### src/hw/rtl/assert_macros.svh
// Assertion macros shared by the lane and top-level RTL modules of the masked smoother.
`ifndef ASSERT_MACROS_SVH
`define ASSERT_MACROS_SVH
`ifndef NO_ASSERTIONS
`define MGS_ASSERT(lbl, ante, cons, msg) \
    lbl: assert property (@(posedge clk) disable iff (!rst_n) (ante) |-> (cons)) \
        else $error(msg);
`define MGS_ASSERT_NEXT(lbl, ante, cons, msg) \
    lbl: assert property (@(posedge clk) disable iff (!rst_n) (ante) |=> (cons)) \
        else $error(msg);
`else
`define MGS_ASSERT(lbl, ante, cons, msg)
`define MGS_ASSERT_NEXT(lbl, ante, cons, msg)
`endif
`endif

### src/hw/rtl/mgs_pkg.sv
// Types, constants and helper functions of the masked Gaussian smoother.
`default_nettype none
package mgs_pkg;

    localparam int MAX_WIDTH    = 1024;
    localparam int MAX_HEIGHT   = 4096;
    localparam int CHANNEL_BITS = 8;

    localparam int NUM_CH   = 3;
    localparam int CH_RED   = 0;
    localparam int CH_GREEN = 1;
    localparam int CH_BLUE  = 2;

    localparam int COL_W  = $clog2(MAX_WIDTH);
    localparam int WREG_W = 11;
    localparam int HREG_W = 13;
    localparam int ROW_W  = 13;
    localparam int UW_W   = (COL_W + 1 > WREG_W) ? COL_W + 1 : WREG_W;

    localparam int CFG_INDEX_W = 1;
    localparam int CFG_DATA_W  = 13;
    localparam logic [CFG_INDEX_W-1:0] REG_FRAME_WIDTH  = 1'd0;
    localparam logic [CFG_INDEX_W-1:0] REG_FRAME_HEIGHT = 1'd1;
    localparam logic [WREG_W-1:0] WIDTH_RESET  = 11'd64;
    localparam logic [HREG_W-1:0] HEIGHT_RESET = 13'd64;

    localparam int TAPS     = 9;
    localparam int WEIGHT_W = 3;
    localparam int NORM_W   = 5;
    localparam int SUM_W    = CHANNEL_BITS + 4;
    localparam int NUM_W    = SUM_W + 1;
    localparam int DIV_W    = NORM_W + CHANNEL_BITS;
    localparam int CMP_W    = ((NUM_W > DIV_W) ? NUM_W : DIV_W) + 1;
    localparam int STEP_W   = $clog2(CHANNEL_BITS);

    localparam logic [WEIGHT_W-1:0] KERNEL_WEIGHT [TAPS] = '{
        3'd1, 3'd2, 3'd1,
        3'd2, 3'd4, 3'd2,
        3'd1, 3'd2, 3'd1
    };

    typedef struct packed {
        logic [CHANNEL_BITS-1:0] blue;
        logic [CHANNEL_BITS-1:0] green;
        logic [CHANNEL_BITS-1:0] red;
        logic                    covered;
    } pixel_t;

    typedef struct packed {
        pixel_t upper;
        pixel_t middle;
    } line_pair_t;

    typedef struct packed {
        logic                    pad;
        logic                    covered;
        logic [CHANNEL_BITS-1:0] red_in;
        logic [CHANNEL_BITS-1:0] green_in;
        logic [CHANNEL_BITS-1:0] blue_in;
    } in_word_t;

    typedef struct packed {
        logic [CHANNEL_BITS-1:0] red_out;
        logic [CHANNEL_BITS-1:0] green_out;
        logic [CHANNEL_BITS-1:0] blue_out;
        logic                    covered_out;
        logic                    frame_end;
    } out_word_t;

    typedef struct packed {
        logic              start;
        logic [TAPS-1:0]   taps;
        logic [NORM_W-1:0] norm;
    } lane_req_t;

    typedef struct packed {
        logic                    done;
        logic [CHANNEL_BITS-1:0] quotient;
    } lane_sts_t;

    typedef enum logic [2:0] {
        S_IDLE,
        S_LOAD,
        S_TAPS,
        S_DIV,
        S_DONE
    } state_t;

    function automatic logic [CHANNEL_BITS-1:0] pixel_chan(pixel_t p, int c);
        logic [CHANNEL_BITS-1:0] v;
        case (c)
            CH_RED:   v = p.red;
            CH_GREEN: v = p.green;
            default:  v = p.blue;
        endcase
        return v;
    endfunction

endpackage
`default_nettype wire

### src/hw/rtl/mgs_lane.sv
// One channel lane: weighted neighbour sum and bit-serial rounding divider.
`default_nettype none
`include "assert_macros.svh"
module mgs_lane (
    input  logic                                                   clk,
    input  logic                                                   rst_n,
    input  mgs_pkg::lane_req_t                                     req,
    input  logic [mgs_pkg::TAPS-1:0][mgs_pkg::CHANNEL_BITS-1:0]    chan,
    output mgs_pkg::lane_sts_t                                     sts
);
    import mgs_pkg::*;

    logic [SUM_W-1:0]        sum;
    logic [NUM_W-1:0]        num;
    logic [DIV_W-1:0]        den_top;
    logic                    fits;
    logic [NUM_W-1:0]        rem_next;

    logic [NUM_W-1:0]        rem_reg;
    logic [DIV_W-1:0]        d_reg;
    logic [CHANNEL_BITS-1:0] quo_reg;
    logic [STEP_W-1:0]       step_reg;
    logic                    busy_reg;
    logic                    done_reg;

    always_comb
    begin
        sum = '0;
        for (int k = 0; k < TAPS; k++)
        begin
            if (req.taps[k])
            begin
                sum = sum + SUM_W'(chan[k]) * SUM_W'(KERNEL_WEIGHT[k]);
            end
        end
        num     = {sum, 1'b0} + NUM_W'(req.norm);
        den_top = DIV_W'({req.norm, 1'b0}) << (CHANNEL_BITS - 1);
    end

    always_comb
    begin
        fits     = CMP_W'(rem_reg) >= CMP_W'(d_reg);
        rem_next = fits ? rem_reg - NUM_W'(d_reg) : rem_reg;
    end

    always_ff @(posedge clk or negedge rst_n)
    begin
        if (!rst_n)
        begin
            busy_reg <= 1'b0;
            done_reg <= 1'b0;
            step_reg <= '0;
        end
        else
        begin
            done_reg <= 1'b0;
            if (req.start)
            begin
                busy_reg <= 1'b1;
                step_reg <= '0;
            end
            else if (busy_reg)
            begin
                step_reg <= step_reg + 1'b1;
                if (step_reg == STEP_W'(CHANNEL_BITS - 1))
                begin
                    busy_reg <= 1'b0;
                    done_reg <= 1'b1;
                end
            end
        end
    end

    always_ff @(posedge clk)
    begin
        if (req.start)
        begin
            rem_reg <= num;
            d_reg   <= den_top;
        end
        else if (busy_reg)
        begin
            rem_reg <= rem_next;
            d_reg   <= d_reg >> 1;
            quo_reg <= {quo_reg[CHANNEL_BITS-2:0], fits};
        end
    end

    assign sts.done     = done_reg;
    assign sts.quotient = quo_reg;

    `MGS_ASSERT(a_start_when_free, req.start, !busy_reg, "lane started while busy")
    `MGS_ASSERT_NEXT(a_start_busy, req.start, busy_reg, "lane did not begin dividing")
    `MGS_ASSERT(a_divisor_nonzero, busy_reg, d_reg != '0, "lane divides by zero")

endmodule
`default_nettype wire

### config.mk
export PLATFORM = sky130hd
export DESIGN_NAME = mgs_lane
export DESIGN_NICKNAME = d
export VERILOG_FILES = /design/src/hw/rtl/mgs_pkg.sv /design/src/hw/rtl/mgs_lane.sv
export VERILOG_INCLUDE_DIRS = /design/src /design/src/hw/rtl
export SDC_FILE = /design/constraint.sdc
export NUM_CORES = 1
export LEC_CHECK = 0
export ABC_AREA = 1
export ABC_CLOCK_PERIOD_IN_PS = 4500
export BUFFER_PORTS_ARGS = -buffer_cell sky130_fd_sc_hd__buf_2
export CAP_MARGIN = 40
export CORE_ASPECT_RATIO = 1.25
export CORE_UTILIZATION = 64
export DETAILED_ROUTE_END_ITERATION = 12
export GPL_TIMING_DRIVEN = 0
export HOLD_SLACK_MARGIN = 0.03
export PLACE_DENSITY_LB_ADDON = 0.12
export SLEW_MARGIN = 20
export SYNTH_ARGS = -nofsm -noshare
export SYNTH_HDL_FRONTEND = slang
export SYNTH_SLANG_ARGS = --single-unit
### constraint.sdc
create_clock -name clk -period 4.5 [get_ports clk]
set_input_delay 0.45 -clock clk [delete_from_list [all_inputs] [get_ports clk]]
set_output_delay 0.45 -clock clk [all_outputs]
set_load 0.02 [all_outputs]
==> results_dict.tcl, run 1 <==
set metrics [dict create \
    run_status "did not finish" \
    stage_reached "global routing" \
    flow.first_error "[ERROR GRT-0232] Routing congestion too high. Check the congestion heatmap in the GUI." \
    grt-ovfl-total 215 \
    clock_tree.root_cell "clkbuf_16" \
    synth.ff_latch_count 39 \
    netlist_instances 991 \
    ys_seq_area_share_pct 16.9 \
    h-tree-depth 2 \
    syn_area_mm2 0.00629 \
    yosys_warnings 0 \
    synth_top_family_by_area "simple AND/OR/NAND/NOR gates" \
    share_of_the_synthesized_area_in_compound_gates_ao_oa_aoi_oai_pct 14.4 \
    clock_path_buffers 2 \
    clock_buffers_created_by_tritoncts 5 \
    worst-ep-kind "register data pin" \
    preCtsSetupSlack_ns -4.05 \
    synth_enable_flop_cells 26 \
    floorplan.initialDensity_pct 65.5 \
    area_fraction_in_and_or_nand_and_nor_cells_after_synthesis_pct 36.2 \
    grt_start_max_net_pins 14 \
    synth_async_sr_flop_share_pct 12.8 \
    place.detailed.hpwl_mm 12.5 \
    clock-sinks 39 \
    netlist.top_cell.by_area "nand2_1" \
    synthTopCellsByArea "nand2_1 (16%), ha_1 (16%), edfxtp_1 (12%), inv_1 (9.3%), nand3_1 (7.2%)" \
    synth.avg_cell_area_um2 6.35 \
    synth_top_flop_cell "edfxtp_1" \
    timing.grt.repair.worst_endpoint "rem_reg[12]$_DFFE_PP_/D" \
    adder_cell_area_share_of_the_yosys_netlist_pct 19.3 \
    fp-row-count 40 \
    syn-num-nets 1171 \
    io-pin-count 98 \
    post_synth_xor_area_fraction_pct 2.23 \
    io_buffers 94 \
    chipHeight_um 113 \
    synthDistinctLibCells 48 \
    groute.usage.overall_pct 83.3 \
    synth.area.mux_share_pct 0 \
    synth_top_area_share_pct 16.3 \
    place.gp.congestion 0.888 \
    die_w_um 90.7 \
]
-- synth_stat cells (all sizes together) (2+ instances only) --
master and count:
a211oi 2, a21boi 2, a21o 3, a21oi 61, a22o 3, a31oi 7
and2 7, buf 9, clkbuf 7, clkinv 2, dfrtp 5, dfxtp 8
edfxtp 26, fa 10, ha 81, inv 161, nand2 292, nand3 101
nand3b 9, nand4 10, nor2 69, o21a 2, o21ai 68, o21bai 3
o22ai 8, o31ai 2, or2 13, xnor2 6, xor2 10
-- kinds of logic after synthesis --
family | count (synthesis)
flip-flops | 39
adder cells (fa/ha/maj) | 91
AO/OA/AOI/OAI | 163
XOR/XNOR | 16
buffers and inverters | 179
AND/OR/NAND/NOR | 503
-- through the flow --
stage | util, % | setup TNS (ns) | instances | hold slack [ns] | area (um^2)
after floorplan | - | -27.69 | 991 | 0.154 | 6480
after global placement | 74.0 | -35.46 | 1211 | 0.270 | 7110
after detailed placement | 74.0 | -36.57 | 1211 | 0.268 | 7110
after CTS | 87.6 | -27.76 | 1302 | 0.443 | 8420
-- metal layers --
layer | global-route usage [%] | overflow
met1 | 78.9 | 1
met2 | 101 | 135
met3 | 68.0 | 1
met4 | 94.3 | 77
met5 | 22.5 | 1
-- timing repair --
item                                    CTS
hold endpoints to repair                  5
gates resized for setup                 122
buffers inserted                         82
gates cloned                              0
hold buffers                              1
pin swaps                               113
endpoints found under the setup margin   11
==> run 2: changes to the inputs <==
Settings changed: CORE_ASPECT_RATIO 1.25 to not set, CORE_UTILIZATION 64 to 40, HOLD_SLACK_MARGIN 0.03 to not set, PLACE_DENSITY_LB_ADDON 0.12 to 0.15.
==> results_dict.tcl, run 2 <==
set metrics [dict create \
    die_area_mm2 0.0162 \
    h-tree-depth 2 \
    fin_nets 1346 \
    antenna_fix_cells 0 \
    crit_path_top_delay_cell "fa_2" \
    worst_setup_path_start_kind "input pin" \
    route.final.wire_length_mm 17.2 \
    timing.clock.skew_ns 0.00500 \
    place.detailed.hpwl_mm 13.1 \
    synth_top_area_share_pct 16.3 \
    worst_skew_pair_latency_ns 0.28 \
    grt_setup_unrepaired "true" \
    io-pin-count 98 \
    chipHeight_um 127 \
    dominant_cell_by_count_in_the_synthesized_netlist "nand2_1" \
    leakagePower_nw 4.44 \
    synthTopCellsByArea "nand2_1 (16%), ha_1 (16%), edfxtp_1 (12%), inv_1 (9.3%), nand3_1 (7.2%)" \
    r2r_slack_ns 1.14 \
    timing.critical_path.slowest_cell_delay_ns 0.57 \
    drt-initial-drc-count 289 \
    netlist.top_cell.by_area "nand2_1" \
    maxCapViolCount 0 \
    crit_top_cell "nand2_1" \
    clock_tree_from_tritoncts "yes" \
    synth_async_sr_flop_share_pct 12.8 \
    place.gp.congestion 0.853 \
    ys_seq_area_share_pct 16.9 \
    clock-sinks 39 \
    synth_enable_flop_cells 26 \
    critPathRequiredTime_ns 4.53 \
    groute.usage.overall_pct 21.1 \
    grt_pass1_vias 6360 \
    totalNegativeSetupSlack_ns -29.78 \
    worst-r2r-cell-count 18 \
    floorplan.initialDensity_pct 41.3 \
    critical_path.reg2reg.endpoint "rem_reg[3]" \
    synth.ff_latch_count 39 \
    stdcell_area_mm2 0.00882 \
    avgViaCountPerCell 4.90 \
    report.power.total_mw 3.94 \
    drt_pass1_iterations 5 \
    period_minus_ws_final_ns 7.73 \
    path_class "input pin to flip-flop" \
    holdWs_ns 0.447 \
    powerDensity_mw_per_mm2 447 \
    worst-slew-pin-transition_ns 0.651 \
    synthDistinctLibCells 48 \
    crit_fanout 8 \
    syn-num-nets 1171 \
    final_layout_size_suffix_gt1_share_pct 35.4 \
    syn_area_mm2 0.00629 \
    placedCellCount 1296 \
    clock_tree.root_cell "clkbuf_16" \
    final.period_utilization_pct 172 \
    fp-row-count 45 \
    synth_top_cells_by_count "nand2_1 (274), inv_1 (156), nand3_1 (90)" \
    holdPathStages 3 \
    grt-ovfl-total 0 \
    die_w_um 127 \
    drc 0 \
    postPlaceCellArea_mm2 0.00721 \
    run_status "complete, but fails checks" \
    clock_path_buffers 2 \
    synth_top_flop_cell "edfxtp_1" \
    io_buffers 94 \
    areaGrowthSynthToFinish_pct 40.1 \
    routed_wire_length_per_instance_um 12.4 \
    path_clk_slew_ns 0.06 \
    grt_antenna_before_repair 0 \
    min-delay-start "req[4]" \
    timing.slew.headroom_pct 56.1 \
    worst_slack_setup_final_ns -3.23 \
    hold_viol_final 0 \
    synth.avg_cell_area_um2 6.35 \
    clock_buffers_created_by_tritoncts 5 \
    hold_end "d_reg[12]" \
    global_route_wire_length_before_repair_mm 28.3 \
    worstHoldPathType "input pin to flip-flop" \
    yosys_warnings 0 \
    worst_ep_arrival_time_ns 7.75 \
    num_vias 6752 \
    final_common_cell "nand2_1" \
    timing.final.max_slew_violations 0 \
    setup-violations-final 11 \
    stdcell_count 1378 \
    final_cell_mix "nand2_1 (242), inv_1 (137), buf_2 (98)" \
    preCtsSetupSlack_ns -4.03 \
    critical_path.reg2reg.startpoint "rem_reg[2]" \
    grt_start_max_net_pins 14 \
    route.antenna.remaining_nets 0 \
    cp-end-kind "flip-flop" \
    finalCoreUtilization_pct 57.8 \
    power.ir.vdd_worst_v 0.000237 \
    violated_checks "negative setup slack" \
    netlist_instances 991 \
    fp.coreArea_mm2 0.0153 \
    fmax_ghz 0.129 \
]
-- run 2: cell families after synthesis --
logic type,count (synthesis),synth area share (%)
AO/OA/AOI/OAI,163,14.4
XOR/XNOR,16,2.23
adder cells (fa/ha/maj),91,19.3
buffers and inverters,179,11.0
flip-flops,39,16.9
AND/OR/NAND/NOR,503,36.2
-- run 2: critical path, delay by kind of cell --
family	cells	cell delay [ns]
buffers and inverters	9	0.59
adder cells (fa/ha/maj)	9	2.96
AO/OA/AOI/OAI	10	1.50
XOR/XNOR	2	0.29
AND/OR/NAND/NOR	18	1.96
-- run 2: layout make-up --
class                   count  area (um^2)
multi-input cells         773         5550
inverters                 163          617
fillers                  1431         6440
repair buffers            168         1050
well taps                 211          264
flip-flops and latches     39         1070
clock buffers               6          129
plain buffers              16         86.3
clock inverters             2         60.1
-- run 2: routing by layer --
metal / vias to the layer above / part of all wire, % / track usage, %
li1: 3607 / - / -
met1: 3029 / 48 / 28.2
met2: 97 / 48 / 36.5
met3: 19 / 2.3 / 1.59
met4: 0 / 1.8 / 5.32
met5: - / 0 / 0
-- run 2: power by group --
group	switching (mW)	internal, mW	leakage, nW	total, mW
Combinational	1.60	1.35	3.96	2.96
Clock	0.134	0.318	0.0911	0.451
Sequential	0.0309	0.502	0.395	0.533
-- run 2: timing repair --
action | CTS | global route
hold endpoints to repair | 5 | 0
setup buffers | 49 | 25
pin swaps | 84 | 110
endpoints found under the setup margin | 11 | 11
hold buffers | 1 | 0
gates resized for setup | 88 | 101
-- run 2: worst max-delay path by stage --
stage                     depth (start not counted)  slack, ns          end    from
after global routing                             64      -3.66  rem_reg[12]  req[5]
after global placement                           53      -4.02  rem_reg[12]  req[5]
after CTS                                        53      -3.15  rem_reg[12]  req[5]
after detailed placement                         53      -4.03  rem_reg[12]  req[5]
after floorplan                                  53      -3.16  rem_reg[12]  req[5]
final                                            48      -3.23  rem_reg[12]  req[5]
(Power assumes the default switching activity.)
